===== src/rtl/can_frame_xtea_cipher_unit_macros.svh =====
// assertion macros used by the cipher unit top level
`ifndef CAN_FRAME_XTEA_CIPHER_UNIT_MACROS_SVH
`define CAN_FRAME_XTEA_CIPHER_UNIT_MACROS_SVH

// same-cycle implication, disabled while reset is asserted
`define CFX_ASSERT_NOW(label, clk, rst_n, ante, cons, msg) \
  label: assert property (@(posedge clk) disable iff (!rst_n) (ante) |-> (cons)) \
    else $error(msg);

// next-cycle implication, disabled while reset is asserted
`define CFX_ASSERT_NEXT(label, clk, rst_n, ante, cons, msg) \
  label: assert property (@(posedge clk) disable iff (!rst_n) (ante) |=> (cons)) \
    else $error(msg);

`endif


===== src/rtl/cfx_pkg.sv =====
// types and constants of the can frame xtea cipher unit
package cfx_pkg;

  // added to the round sum once per full round
  localparam logic [31:0] SUM_STEP = 32'h9E37_79B9;

  localparam logic [31:0] KEY0_RESET = 32'hD88C_B272;
  localparam logic [31:0] KEY1_RESET = 32'h285E_CEDE;
  localparam logic [31:0] KEY2_RESET = 32'hB4B5_25AF;
  localparam logic [31:0] KEY3_RESET = 32'h1966_6D97;

  typedef enum logic [1:0] {
    REG_KEY0 = 2'd0,
    REG_KEY1 = 2'd1,
    REG_KEY2 = 2'd2,
    REG_KEY3 = 2'd3
  } cfx_reg_e;

  typedef logic [3:0][31:0] cfx_key_t;

  // one frame in flight: direction, salted round key and the two words
  typedef struct packed {
    logic     op;
    cfx_key_t key;
    logic [31:0] word_a;
    logic [31:0] word_b;
  } cfx_beat_t;

endpackage


===== src/rtl/cfx_key_salt.sv =====
// entry stage: salts the key with the group number and registers the frame
module cfx_key_salt (
  input  logic              clk_i,
  input  logic              rst_ni,
  input  logic              en_i,
  input  logic              valid_i,
  input  logic              op_i,
  input  logic [15:0]       group_number_i,
  input  logic [31:0]       payload_low_i,
  input  logic [31:0]       payload_high_i,
  input  cfx_pkg::cfx_key_t key_i,
  output logic              valid_o,
  output cfx_pkg::cfx_beat_t beat_o
);
  import cfx_pkg::*;

  logic [31:0] salt;
  cfx_beat_t   beat_d, beat_q;
  logic        valid_q;

  assign salt = {group_number_i, ~group_number_i};

  always_comb begin
    beat_d.op     = op_i;
    beat_d.key[0] = key_i[0] ^ salt;
    beat_d.key[1] = key_i[1] * salt;
    beat_d.key[2] = key_i[2] & salt;
    beat_d.key[3] = key_i[3] | salt;
    beat_d.word_a = payload_low_i;
    beat_d.word_b = payload_high_i;
  end

  always_ff @(posedge clk_i or negedge rst_ni) begin
    if (!rst_ni) begin
      valid_q <= 1'b0;
    end else if (en_i) begin
      valid_q <= valid_i;
    end
  end

  always_ff @(posedge clk_i) begin
    if (en_i) begin
      beat_q <= beat_d;
    end
  end

  assign valid_o = valid_q;
  assign beat_o  = beat_q;

endmodule


===== config.mk =====
export PLATFORM = sky130hd
export DESIGN_NAME = cfx_key_salt
export DESIGN_NICKNAME = d
export VERILOG_FILES = /design/src/rtl/can_frame_xtea_cipher_unit_macros.svh /design/src/rtl/cfx_pkg.sv /design/src/rtl/cfx_key_salt.sv
export SDC_FILE = /design/constraint.sdc
export NUM_CORES = 1
export LEC_CHECK = 0
export ABC_CLOCK_PERIOD_IN_PS = 2660
export BUFFER_PORTS_ARGS = -buffer_cell sky130_fd_sc_hd__buf_2
export CORE_ASPECT_RATIO = 2
export CORE_UTILIZATION = 35
export DETAILED_ROUTE_END_ITERATION = 16
export PLACE_DENSITY = 0.61
export SLEW_MARGIN = 15
export SYNTH_ARGS = -nofsm -noshare
export SYNTH_HDL_FRONTEND = slang
export SYNTH_SLANG_ARGS = --single-unit

===== constraint.sdc =====
create_clock -name clk_i -period 2.66 [get_ports clk_i]
set_clock_uncertainty 0.15 [all_clocks]
set_input_delay 0.133 -clock clk_i [delete_from_list [all_inputs] [get_ports clk_i]]
set_output_delay 0.133 -clock clk_i [all_outputs]
set_load 0.005 [all_outputs]

==> impl_metrics.py <==
metrics = {
    "detailed_routing": {
        "drc": 0,
        "antenna_left": 0,
        "drtPass1Iterations": 7,
        "vias_per_cell": 4.74,
        "drt_iter0_markers": 774,
        "drt_wl_total_mm": 80.2,
        "num_vias": 17200,
        "wire_per_inst_microns": 22.1,
    },
    "finish": {
        "areaGrowthSynthToFinish_pct": 41.0,
        "layout-drive-gt1-share": 0.347,
        "fillCellCount": 5784,
        "fin_nets": 3560,
        "multi_input_area_sq_um": 16200,
        "post-route-cell-area_sq_um": 31900,
        "regArea_sq_um": 5820,
    },
    "cts": {
        "cts-root-buf": "clkbuf_16",
        "clk_latency_ps": 490,
        "cts_buffers": 17,
        "h-tree-depth": 4,
        "clock_sinks": 194,
        "path_clk_slew_ps": 90,
        "cts_buffer_depth": 2,
        "cts_tree": "built",
    },
    "critical_path": {
        "cp_data_arrival_time_ps": 6360,
        "crit_end": "beat_o[127]$_DFFE_PP_",
        "cp-start-kind": "input pin",
        "crit_path_end_kind": "flop",
        "reg2reg_depth": 1,
        "crit_type": "input pin to flop",
        "cp_max_fo": 12,
        "r2r-start": "valid_o$_DFFE_PN0P_",
        "rr_endpoint": "valid_o$_DFFE_PN0P_",
        "cp-startpoint": "group_number_i[4]",
        "r2r_slack_ps": 1770,
        "required_ps": 2760,
    },
    "place": {
        "place.gp.congestion": 0.946,
        "portBuffers": 406,
        "pre_cts_ws_ps": -4570,
        "place_area_sq_um": 28100,
        "place_hpwl_mm": 66.0,
    },
    "global_routing": {
        "gr-total-overflow": 0,
        "first_global_vias": 20100,
        "antenna_found_initial": 1,
        "grt_pass1_wl_mm": 118,
        "globalRouteTotalUtil": 0.252,
        "grt_max_degree": 61,
    },
    "timing": {
        "worstMarginPinSlew_ps": 703,
        "timing.final.ws_setup_ps": -3600,
        "slew_headroom": 0.531,
        "final_max_slew_viol_count": 0,
        "finalHoldViolCount": 0,
        "fmaxAchievable_mhz": 160,
        "period_share": 2.35,
        "finalSetupViolCount": 28,
        "rsz0062_at_grt": "yes",
        "period_needed_ps": 6260,
    },
    "yosys": {
        "yosysWarnings": 0,
        "synth_seq_cells": 194,
        "syn_inst": 2001,
        "synthArstFlopShare": 0.00515,
        "synth-compound-area-share": 0.0260,
        "synthXorXnorAreaFrac": 0.0409,
        "syn_nets": 2745,
        "syn_area_sq_um": 22600,
        "syn_area_per_cell_sq_um": 11.3,
        "synthSimpleGateAreaFrac": 0.164,
        "ys.flop_type": "edfxtp_1",
        "ys_types": 57,
        "seq_area_frac_synth": 0.257,
        "synth_edf_count": 193,
        "synth_fa_ha_area_frac": 0.429,
        "muxShareOfSynthArea": 0.00536,
        "synth_top_family_by_area": "adder cells",
    },
    "min_path": {
        "hold_path_class": "input pin to flop",
    },
    "flow_run": {
        "maxCapViolations": 0,
    },
    "floorplanning": {
        "io-pin-count": 407,
        "die_h_microns": 362,
        "initial_utilization": 0.354,
        "coreArea_sq_um": 63900,
        "fp.dieArea_sq_um": 65800,
        "fp.dieW_microns": 182,
        "row_count": 131,
    },
    "run_status": {
        "status": "finished with violations",
        "failed_checks": "setup timing",
    },
}
## stage by stage
stage	util	hold slack [ps]	instances	TNS (ps)
3_3_place_gp	0.440	-242	3392	-98650
2_1_floorplan	-	-313	2001	-77010
3_5_place_dp	0.440	-240	3392	-99860
5_1_grt	0.499	27.8	3628	-76680
6_report	0.499	52.3	3629	-74030
4_1_cts	0.492	6.03	3614	-74010
## state kept, by name, indices dropped and copies added (netlist names)
| register | cells |
|---|---|
| beat_o | 193 |
| valid_o | 1 |
## worst max-delay path, cell delays in order
cell,delay [ps]
buf_2,140
buf_6,160
and2_1,180
fa_1,530
inv_1,60
fa_1,430
fa_1,560
inv_1,60
fa_1,570
inv_1,60
fa_1,470
fa_1,570
fa_1,460
fa_1,420
xnor2_2,180
buf_4,150
xnor2_1,260
xnor2_1,170
xnor2_1,150
xnor2_1,170
xnor2_1,150
buf_4,210
xnor2_1,80
## cells by family (layout without fill, tap and decap cells)
| logic type | after synthesis | count (layout) |
|---|---|---|
| other | 0 | 2 |
| AND/OR/NAND/NOR | 615 | 615 |
| multiplexers | 12 | 12 |
| flip-flops | 194 | 194 |
| buffers and inverters | 464 | 1292 |
| XOR/XNOR | 105 | 105 |
| adder cells (fa/ha/maj) | 531 | 531 |
| AO/OA/AOI/OAI | 80 | 80 |
## cell usage in the layout (no fill, tap or decap), types with 4 or more instances in the layout
cell type      count
fa_1             381
buf_2            375
inv_1            335
buf_4            263
nor2b_1          243
edfxtp_1         193
dlygate4sd3_1    171
nand2b_1         116
and2_1           116
ha_1              84
xnor2_1           71
ha_4              38
buf_6             38
nand2_1           32
inv_2             28
xor2_1            28
buf_12            28
fa_2              27
nor2b_2           21
nor2b_4           19
clkbuf_16         17
buf_8             17
or2_2             16
a21oi_1           12
nor2_1            12
nand2b_4          11
mux2i_1           11
a21oi_2           10
a21o_1             9
o21ai_2            6
inv_12             6
a21oi_4            5
nand2_2            5
o21ai_1            5
xnor2_2            5
or2b_1             4
o21ai_0            4
## cell usage after synthesis, types with 9 or more instances
cell | instances | area share
nand2b_1 | 126 | 0.035
nand2_1 | 39 | 0.0065
a21o_1 | 9 | 0.0030
ha_1 | 123 | 0.068
a21oi_1 | 23 | 0.0051
o21ai_0 | 11 | 0.0024
xnor2_1 | 75 | 0.029
or2_2 | 16 | 0.0044
edfxtp_1 | 193 | 0.26
clkbuf_1 | 94 | 0.016
and2_1 | 117 | 0.032
fa_1 | 408 | 0.36
xor2_1 | 29 | 0.011
nor2b_1 | 283 | 0.078
nor2_1 | 16 | 0.0027
inv_1 | 363 | 0.060
mux2i_1 | 11 | 0.0049
## layout make-up
cell class,instances,area share
multi-input combinational,1343,0.507
timing repair buffer,897,0.216
sequential,194,0.182
inverter,363,0.0427
tap,798,0.0313
clock buffer,17,0.0133
clock inverter,15,0.00709
antenna,2,0.000157
## worst min path at each step
stage	startpoint	endpoint	slack [ps]	cells past startpoint
5_1_grt	group_number_i[4]	beat_o[164]$_DFFE_PP_	30	3
3_5_place_dp	rst_ni	valid_o$_DFFE_PN0P_	-240	1
2_1_floorplan	rst_ni	valid_o$_DFFE_PN0P_	-310	0
6_report	group_number_i[4]	beat_o[164]$_DFFE_PP_	50	3
3_3_place_gp	rst_ni	valid_o$_DFFE_PN0P_	-240	1
4_1_cts	group_number_i[4]	beat_o[164]$_DFFE_PP_	6	3
## layer usage
layer,wire length [microns],GRT usage
met3,2490,0.0307
met1,24500,0.222
met2,45000,0.490
met4,8170,0.224
met5,0,0
## what timing repair did
item | CTS | global route
cloned | 1 | 0
hold buffers | 171 | 0
endpoints found under the hold margin | 217 | 0
setup buffers | 23 | 17
endpoints found under the setup margin | 28 | 28
resized for setup | 201 | 98
pin swaps | 78 | 65
Power is not shown: default switching activity piles up to over one toggle a cycle in this logic, so the estimate is an artifact.
