### config.mk
export PLATFORM = sky130hd
export DESIGN_NAME = cfx_out_skid
export DESIGN_NICKNAME = d
export VERILOG_FILES = /design/src/rtl/can_frame_xtea_cipher_unit_macros.svh /design/src/rtl/cfx_out_skid.sv
export SDC_FILE = /design/constraint.sdc
export NUM_CORES = 1
export LEC_CHECK = 0
export BUFFER_PORTS_ARGS = -buffer_cell sky130_fd_sc_hd__buf_2
export CORE_MARGIN = 4
export CORE_UTILIZATION = 55
export DETAILED_ROUTE_END_ITERATION = 10
export HOLD_SLACK_MARGIN = 0.03
export PLACE_DENSITY = 0.83
export SLEW_MARGIN = 20
export SYNTH_ARGS = -nofsm -noshare
export SYNTH_HDL_FRONTEND = slang
export SYNTH_SLANG_ARGS = --single-unit
### constraint.sdc
create_clock -name clk_i -period 4.5 [get_ports clk_i]
set_clock_uncertainty 0.05 [all_clocks]
set_input_delay 0.45 -clock clk_i [delete_from_list [all_inputs] [get_ports clk_i]]
set_output_delay 0.45 -clock clk_i [all_outputs]
set_load 0.05 [all_outputs]
### src/rtl/can_frame_xtea_cipher_unit_macros.svh
// assertion macros used by the cipher unit top level
`ifndef CAN_FRAME_XTEA_CIPHER_UNIT_MACROS_SVH
`define CAN_FRAME_XTEA_CIPHER_UNIT_MACROS_SVH

// same-cycle implication, disabled while reset is asserted
`define CFX_ASSERT_NOW(label, clk, rst_n, ante, cons, msg) \
  label: assert property (@(posedge clk) disable iff (!rst_n) (ante) |-> (cons)) \
    else $error(msg);

// next-cycle implication, disabled while reset is asserted
`define CFX_ASSERT_NEXT(label, clk, rst_n, ante, cons, msg) \
  label: assert property (@(posedge clk) disable iff (!rst_n) (ante) |=> (cons)) \
    else $error(msg);

`endif

### src/rtl/cfx_out_skid.sv
// output register with a skid entry behind it
module cfx_out_skid (
  input  logic        clk_i,
  input  logic        rst_ni,
  input  logic        valid_i,
  input  logic [63:0] data_i,
  output logic        ready_o,
  output logic        valid_o,
  output logic [63:0] data_o,
  input  logic        ready_i
);

  logic        out_valid_d, out_valid_q;
  logic        skid_valid_d, skid_valid_q;
  logic [63:0] out_data_d, out_data_q;
  logic [63:0] skid_data_d, skid_data_q;
  logic        arrive;
  logic        drain;

  assign ready_o = !skid_valid_q;
  assign arrive  = valid_i && !skid_valid_q;
  assign drain   = !out_valid_q || ready_i;

  always_comb begin
    out_valid_d  = out_valid_q;
    out_data_d   = out_data_q;
    skid_valid_d = skid_valid_q;
    skid_data_d  = skid_data_q;
    if (skid_valid_q) begin
      if (ready_i) begin
        out_data_d   = skid_data_q;
        skid_valid_d = 1'b0;
      end
    end else if (arrive) begin
      if (drain) begin
        out_valid_d = 1'b1;
        out_data_d  = data_i;
      end else begin
        skid_valid_d = 1'b1;
        skid_data_d  = data_i;
      end
    end else if (ready_i) begin
      out_valid_d = 1'b0;
    end
  end

  always_ff @(posedge clk_i or negedge rst_ni) begin
    if (!rst_ni) begin
      out_valid_q  <= 1'b0;
      skid_valid_q <= 1'b0;
    end else begin
      out_valid_q  <= out_valid_d;
      skid_valid_q <= skid_valid_d;
    end
  end

  always_ff @(posedge clk_i) begin
    out_data_q  <= out_data_d;
    skid_data_q <= skid_data_d;
  end

  assign valid_o = out_valid_q;
  assign data_o  = out_data_q;

endmodule

==> out/results.txt, run 1 <==
Synth cell types: 11
WP data arrival: 2.67 ns
H-tree depth: 4
WL/cell: 18.11 um
Total Wirelength: 8583 um
Final number of max-transition violations: 0
Worst setup path end: data_o[50]$_DFFE_PP_
Remaining Overflow, GRT: 0
Synthesized flop and latch total: 130
Combinational share of power: 0.143
CP Max Fanout: 43
Switch share: 0.2643
Synth Instances: 210
Sink Count: 130
Die Wd: 101 um
Die Y: 101 um
DRC: 0
CTS tree: done
Worst reg2reg path endpoint: data_o[50]$_DFFE_PP_
Clock share of power: 0.380
Initial Util: 0.5732
Post-CTS Setup Inserts: 0
PwrDens: 518.0 mW/mm^2
Share of cells above drive strength 1: 0.6233
Ports: 134
Worst Setup Path Type: reg2reg
Seq/Total Area, Yosys: 0.8185
Placer Congestion: 0.7190
Leakage power: 2.277 nW
Worst reg2reg setup slack: 1.95 ns
Fmax achieved: 391.6 MHz
Final setup fails: 0
Worst relative slew slack: 0.3079
Initial antenna violation count: 0
CP startpoint: skid_valid_q$_DFF_PN0_
Port buffer count: 133
Crit path capture type: flip-flop
Met3 WL: 633 um
Reg2Reg Depth: 2
Status: finished, final reports clean
Sw power: 822.8 uW
Final core occ: 0.7241
Top Layer Used: met4
Synth Area per Inst: 22.65 um^2
Via count: 2442
Fin cells: 474
Seq pwr share: 0.476
Internal power: 2.290 mW
Clk root buf: clkbuf_8
Critical Path RT: 4.61 ns
Min Tclk post-route: 2.554 ns
NumNets Final: 425
Vias per inst: 5.152
Met2 Routed Length: 4313 um
Post-route design area: 0.006010 mm^2
Synth warnings: 0
Number of global-route vias before repair: 2610
Startpoint types: flip-flop
Max-cap violations: 0
Post-CTS sizing: 0
Cts hold-fix bufs: 1
Power, Total: 3.113 mW
Final Hold Fails: 0
Post-Place Cell Area: 0.005485 mm^2
Worst-Margin Slew: 1.038 ns
Metal1 wirelength: 3607 um
DRT iter0 DRCs: 91
Maximum number of pins on one net before global-route repair: 65
Total Neg Setup Slack: 0 ns
Period utilization: 0.5675
Core Region: 0.008299 mm^2
Area Overhead vs Synth: 26.33%
Clock Path Buffers: 2
Antenna viol nets, final: 0
Row Count: 33
Total GRT Usage: 0.1772
Worst skew pair latency: 0.49 ns
Placed cells: 442
Cts bufs inserted: 17
Die area: 0.01020 mm^2
Fillers: 542
Inserted Diodes: 0
Worst hold path type: in2reg
Synth Net Count: 278
Peak supply drop: 308.2 uV
CTS clk-pin slew, worst paths: 0.06 ns
DP Wirelength: 5440 um
First-pass GRT wire length: 13320 um
R2R Path Start: skid_valid_q$_DFF_PN0_
Syn Std Cell Area: 0.004757 mm^2
Iteration count of the initial detailed-routing pass: 4
RSZ-0062 raised after global routing: no
## cell usage after synthesis, drive strengths merged
library cell | instances | share of area
inv | 1 | 0.00079
nor2 | 2 | 0.0016
nand2b | 1 | 0.0013
and4bb | 1 | 0.0026
buf | 8 | 0.019
mux2 | 64 | 0.15
edfxtp | 128 | 0.81
o22a | 1 | 0.0018
a21oi | 1 | 0.0011
a22o | 1 | 0.0018
dfrtp | 2 | 0.011
## layer usage
layer  GRT usage  vias up
li1            -     1135
met1      0.2365     1211
met2      0.2770       94
met3     0.06159        2
met4     0.05521        0
met5           0        -
## through the flow
step	worst slack [ns]	hold WS, ns
after detailed placement	1.903	0.1909
after floorplan	1.792	0.1044
after CTS	1.901	0.06488
after global routing	1.753	0.06104
final	1.946	0.08661
after global placement	1.953	0.1867
## worst max-delay path, cell delays in order (launching register included)
cell and delay [ns]:
dfrtp_2 0.75, o22a_2 0.97, buf_4 0.44
## cell families after synthesis
family	Yosys count	share of synthesized area
compound gates	3	0.004734
flops	130	0.8185
simple gates	4	0.005524
buf+inv	9	0.01973
mux	64	0.1515
## registers in the layout, summed over array words and instances (netlist names)
name,flops
skid_data_q,64
valid_o,1
skid_valid_q,1
data_o,64
## cell usage in the layout, fill, tap and decap left out, drive strengths merged
cell / count
bufinv: 1
and4bb: 1
inv: 1
clkinv: 10
mux2: 64
o22a: 1
nor2: 2
a21oi: 1
dlygate4sd3: 1
buf: 135
nand2b: 1
clkinvlp: 2
a22o: 1
edfxtp: 128
dfrtp: 2
clkbuf: 18
## worst min-delay path by stage
stage                           from                   endpoint  slack, ns  cells past startpoint
after global routing      data_i[26]  skid_data_q[26]$_DFFE_PP_       0.06                      1
after global placement        rst_ni        valid_o$_DFFE_PN0P_       0.19                      1
final                     data_i[26]  skid_data_q[26]$_DFFE_PP_       0.09                      1
after CTS                 data_i[40]  skid_data_q[40]$_DFFE_PP_       0.06                      1
after detailed placement      rst_ni        valid_o$_DFFE_PN0P_       0.19                      1
after floorplan               rst_ni     skid_valid_q$_DFF_PN0_       0.10                      0
## area by class of cell
cell class / count / area, um^2 / share of cell area
Inverter: 1 / 3.754 / 0.0006246
Sequential cell: 130 / 3895 / 0.6481
Timing Repair Buffer: 136 / 690.7 / 0.1149
Clock buffer: 18 / 417.9 / 0.06954
Multi-Input combinational cell: 71 / 774.5 / 0.1289
Clock inverter: 13 / 96.34 / 0.01603
Tap cell: 105 / 131.4 / 0.02186
## power by group through the flow
stage	Sequential, mW	Clock [mW]	Combinational, mW
after global routing	1.49	1.27	0.469
after detailed placement	1.51	0	0.450
final	1.48	1.18	0.446
after global placement	1.50	0	0.442
after floorplan	1.71	0	0.130
after CTS	1.48	1.21	0.451
Power figures use the tool's default switching activity.
==> run 2, diff against run 1 <==
--- a/config.mk
+++ b/config.mk
@@ -7,10 +7,10 @@
 export LEC_CHECK = 0
 export BUFFER_PORTS_ARGS = -buffer_cell sky130_fd_sc_hd__buf_2
 export CORE_MARGIN = 4
-export CORE_UTILIZATION = 55
+export CORE_UTILIZATION = 46
 export DETAILED_ROUTE_END_ITERATION = 10
 export HOLD_SLACK_MARGIN = 0.03
-export PLACE_DENSITY = 0.83
+export PLACE_DENSITY = 0.74
 export SLEW_MARGIN = 20
 export SYNTH_ARGS = -nofsm -noshare
 export SYNTH_HDL_FRONTEND = slang
==> constraint.sdc (replaced) <==
create_clock -name clk_i -period 2.2 [get_ports clk_i]
set_clock_uncertainty 0.05 [all_clocks]
set_input_delay 0.22 -clock clk_i [delete_from_list [all_inputs] [get_ports clk_i]]
set_output_delay 0.22 -clock clk_i [all_outputs]
set_load 0.05 [all_outputs]
==> run 2 against run 1 <==
Compared with the run above:
- sequential power grew 100%
- register-to-register slack got worse by 1.4 ns
- sequential cell count unchanged
- power grew 110%
- clock power rose by 120%
- critical path depth grew 1
- sequential share of layout area decreased by 7.7 points
- first-iteration DRC count increased by 45%
- core utilization down 3.5 points
- worst setup slack got worse by 1.6 ns
- critical path type is now reg2out
- largest cell class unchanged
- largest power group unchanged
==> out/results.txt, run 2 (same netlist as run 1, synthesis figures left out) <==
Number of global-route vias before repair: 2937
Final setup fails: 0
Share of cells above drive strength 1: 0.5227
Placer Congestion: 0.6912
Critical Path RT: 1.93 ns
Crit path capture type: output pin
Final WS setup: 0.3473 ns
Most common cell after layout, fill and taps aside: buf_2
Peak supply drop: 581.9 uV
Total Wirelength: 9404 um
Maximum number of pins on one net before global-route repair: 68
Die area: 0.01203 mm^2
R2R Path Start: skid_valid_q$_DFF_PN0_
Final number of max-transition violations: 0
Worst hold path type: in2reg
Post-CTS sizing: 0
First-pass GRT wire length: 14610 um
Min-delay src: data_i[52]
Via count: 2753
Port buffer count: 133
WP data arrival: 1.58 ns
Seq. cell area: 0.003895 mm^2
Reg2Reg Depth: 2
Worst reg2reg path endpoint: skid_data_q[38]$_DFFE_PP_
Worst skew pair latency: 0.50 ns
Initial antenna violation count: 1
Area Overhead vs Synth: 43.48%
WHS Path Cells: 2
Total Neg Setup Slack: 0 ns
H-tree depth: 4
Initial Util: 0.4801
Sink Count: 130
Core Region: 0.009910 mm^2
Worst-Margin Slew: 0.4202 ns
Ports: 134
Iteration count of the initial detailed-routing pass: 4
CP Max Fanout: 67
Row Count: 36
Clk root buf: clkbuf_8
Die Y: 109.7 um
Clock Path Buffers: 2
Cts bufs inserted: 17
Status: finished, final reports clean
Remaining Overflow, GRT: 0
Fillers: 668
Post-CTS Setup Inserts: 0
Total GRT Usage: 0.1659
Vias per inst: 4.796
Hold Path End: skid_data_q[52]$_DFFE_PP_
NumNets Final: 495
Worst reg2reg setup slack: 0.56 ns
Leakage power: 2.595 nW
Startpoint types: flip-flop
Min Tclk post-route: 1.853 ns
Antenna viol nets, final: 0
CTS clk-pin slew, worst paths: 0.06 ns
Period utilization: 0.8421
Fmax achieved: 539.8 MHz
Die Wd: 109.7 um
RSZ-0062 raised after global routing: no
DP Wirelength: 5299 um
Commonest non-fill, non-tap cells in the layout: buf_2, edfxtp_1, dlygate4sd3_1, mux2_2, clkbuf_16
Multi-input gate area: 774.5 um^2
PwrDens: 968.2 mW/mm^2
Cts hold-fix bufs: 69
DRT iter0 DRCs: 132
Place WS: 0.5567 ns
DRC: 0
Max-cap violations: 0
WL/cell: 16.38 um
CTS tree: done
CP startpoint: skid_valid_q$_DFF_PN0_
Worst relative slew slack: 0.7199
Worst Setup Path Type: reg2out
Final Hold Fails: 0
[run 2: metal layers]
| metal | GRT usage | part of all wire |
|---|---|---|
| met1 | 0.2012 | 0.42 |
| met2 | 0.2698 | 0.51 |
| met3 | 0.06166 | 0.067 |
| met4 | 0.06589 | 0.0069 |
| met5 | 0 | 0 |
[run 2: worst max-delay path, stage by stage, from the launching register on]
cell	delay, ns
dfrtp_2	0.40
buf_12	0.33
inv_1	0.12
buf_2	0.24
[run 2: how the worst max path moves through the flow]
stage / endpoint / slack, ns / cells past startpoint
6_report: ready_o / 0.35 / 3
5_1_grt: ready_o / 0.24 / 3
4_1_cts: ready_o / 0.30 / 3
3_5_place_dp: skid_data_q[0]$_DFFE_PP_ / 0.56 / 2
3_3_place_gp: skid_data_q[0]$_DFFE_PP_ / 0.57 / 2
2_1_floorplan: data_o[0]$_DFFE_PP_ / 0.16 / 2
[run 2: layout make-up]
type,instances,share of cell area
well taps,133,0.02438
clock inverters,5,0.008066
inverters,1,0.0005500
flip-flops and latches,130,0.5707
repair buffers,206,0.2104
multi-input cells,71,0.1135
clock buffers,27,0.07204
diodes,1,0.0003666
[run 2: where the power goes]
group | internal (mW) | switching, mW
sequential | 2.96 | 0.0495
clock | 1.61 | 0.930
combinational | 0.350 | 0.700
total | 4.93 | 1.68
[run 2: stage by stage]
step                      cells  power [mW]    util  hold WS, ns  cell area, um^2
after floorplan             210       3.769       -      -0.1256             4762
after global placement      472       4.002  0.5636     -0.04537             5585
after detailed placement    472       4.021  0.5636     -0.04074             5585
after CTS                   573       6.685  0.6885       0.3555             6823
after global routing        574       6.874  0.6888       0.3547             6825
final                       574       6.608  0.6888       0.3828             6825
==> run 3, diff against run 2 <==
==> constraint.sdc (replaced) <==
create_clock -name clk_i -period 1.57 [get_ports clk_i]
set_clock_uncertainty 0.05 [all_clocks]
set_input_delay 0.157 -clock clk_i [delete_from_list [all_inputs] [get_ports clk_i]]
set_output_delay 0.157 -clock clk_i [all_outputs]
set_load 0.05 [all_outputs]
==> run 3 against run 2 <==
Compared with the run above:
- clock power is 45% higher
- clock-buffer cell count decreased by 2
- non-clock buffer count grew 11
- global-route usage rose by 0.45 points
- power is 43% higher
- hold slack got worse by 0.057 ns
- critical endpoint is now skid_data_q[9]$_DFFE_PP_
- design area up 2.6%
- first-iteration DRC count fell by 12%
- sequential power rose by 41%
==> out/results.txt, run 3 (same netlist as run 1, synthesis figures left out) <==
CP Max Fanout: 13
Vias per inst: 4.748
Worst-Margin Slew: 0.3802 ns
Port buffer count: 133
Sink Count: 130
WL/cell: 16.86 um
First-pass GRT wire length: 15040 um
RSZ-0062 raised after global routing: no
Leakage power: 2.697 nW
Peak supply drop: 633.4 uV
Post-Place Cell Area: 0.005669 mm^2
Fmax achieved: 659.1 MHz
R2R Path Start: skid_valid_q$_DFF_PN0_
Min-delay src: data_i[45]
Startpoint types: flip-flop
CP startpoint: skid_valid_q$_DFF_PN0_
Clock Path Buffers: 2
Maximum number of pins on one net before global-route repair: 42
Worst skew pair latency: 0.50 ns
Clk root buf: clkbuf_8
Multi-input gate area: 782.0 um^2
Seq. cell area: 0.003896 mm^2
Initial Util: 0.4801
Total Wirelength: 9844 um
Placer Congestion: 0.7443
Area Overhead vs Synth: 47.16%
Antenna viol nets, final: 0
Remaining Overflow, GRT: 0
Final Hold Fails: 0
Worst hold path type: in2reg
Period utilization: 0.9664
Crit path capture type: flip-flop
Worst Setup Path Type: reg2reg
Max-cap violations: 0
Final setup fails: 0
DRC: 0
Total GRT Usage: 0.1704
Number of global-route vias before repair: 2994
Row Count: 36
Inserted Diodes: 0
WP data arrival: 1.67 ns
H-tree depth: 4
Worst relative slew slack: 0.7465
DP Wirelength: 5891 um
Commonest non-fill, non-tap cells in the layout: buf_2, edfxtp_1, dlygate4sd3_1, mux2_2, clkbuf_16
Die area: 0.01203 mm^2
Status: finished, final reports clean
Share of cells above drive strength 1: 0.5432
Cts bufs inserted: 17
DRT iter0 DRCs: 116
Ports: 134
Critical Path RT: 1.72 ns
CTS tree: done
Via count: 2773
Fillers: 638
Post-route design area: 0.007000 mm^2
Die Y: 109.7 um
NumNets Final: 506
Die Wd: 109.7 um
Final number of max-transition violations: 0
Power, Total: 9.474 mW
Iteration count of the initial detailed-routing pass: 4
CTS clk-pin slew, worst paths: 0.06 ns
Core Region: 0.009910 mm^2
Min Tclk post-route: 1.517 ns
PwrDens: 1353 mW/mm^2
Most common cell after layout, fill and taps aside: buf_2
Initial antenna violation count: 0
run 3: cell count changes in the layout (fill, tap and decap cells not counted), moves of 2 or more:
cell and delta:
clkinv_2 +3, clkinvlp_4 -2, buf_4 +7, buf_12 +3
run 3: cell type report:
class	instances	share of cell area
inverters	1	0.0005362
multi-input cells	71	0.1117
well taps	133	0.02377
flip-flops and latches	130	0.5566
clock inverters	7	0.01215
clock buffers	25	0.06774
repair buffers	217	0.2275
run 3: stage by stage:
step | utilization | cells | setup TNS, ns | setup WS (ns) | hold WS [ns]
floorplan | - | 210 | -27.10 | -0.2662 | -0.1886
global placement | 0.5721 | 477 | 0 | 0.1254 | -0.1067
detailed placement | 0.5721 | 477 | 0 | 0.09975 | -0.1050
CTS | 0.7027 | 580 | 0 | 0.005160 | 0.2970
global route | 0.7064 | 584 | 0 | 0.003200 | 0.3176
finish | 0.7064 | 584 | 0 | 0.05272 | 0.3256
run 3: layer usage:
layer / track usage / wire length (um) / vias to the layer above
met5: 0 / 0 / -
met4: 0.06589 / 111 / 0
met3: 0.05931 / 608 / 14
met2: 0.2851 / 5032 / 101
met1: 0.2029 / 4091 / 1358
li1: - / - / 1300
run 3: worst paths after layout:
| kind | cells past startpoint | endpoint | slack [ns] |
|---|---|---|---|
| worst min register to register | 1 | data_o[61]$_DFFE_PP_ | 0.49 |
| worst max-delay path | 3 | skid_data_q[9]$_DFFE_PP_ | 0.05 |
| max in group asynchronous | 3 | skid_valid_q$_DFF_PN0_ | 0.85 |
| worst max register to register | 3 | skid_data_q[9]$_DFFE_PP_ | 0.05 |
| min in group asynchronous | 3 | valid_o$_DFFE_PN0P_ | 0.48 |
| worst min-delay path | 2 | skid_data_q[45]$_DFFE_PP_ | 0.33 |
run 3: timing repair:
action | 4_1_cts | 5_1_grt
hold endpoints to repair | 132 | 0
buffers inserted | 2 | 4
setup endpoints to repair | 1 | 14
gates resized for setup | 3 | 2
gates cloned | 1 | 0
hold buffers | 68 | 0
run 3: where the power goes:
| group | internal, mW | switching (mW) | total (mW) |
|---|---|---|---|
| clock | 2.37 | 1.31 | 3.68 |
| combinational | 0.565 | 0.996 | 1.56 |
| sequential | 4.15 | 0.0744 | 4.23 |
| total | 7.09 | 2.38 | 9.47 |
run 3: worst max-delay path, cell delays in order, from the launching register on:
cell and delay, ns:
dfrtp_2 0.44, buf_4 0.14, and4bb_4 0.39, buf_6 0.19
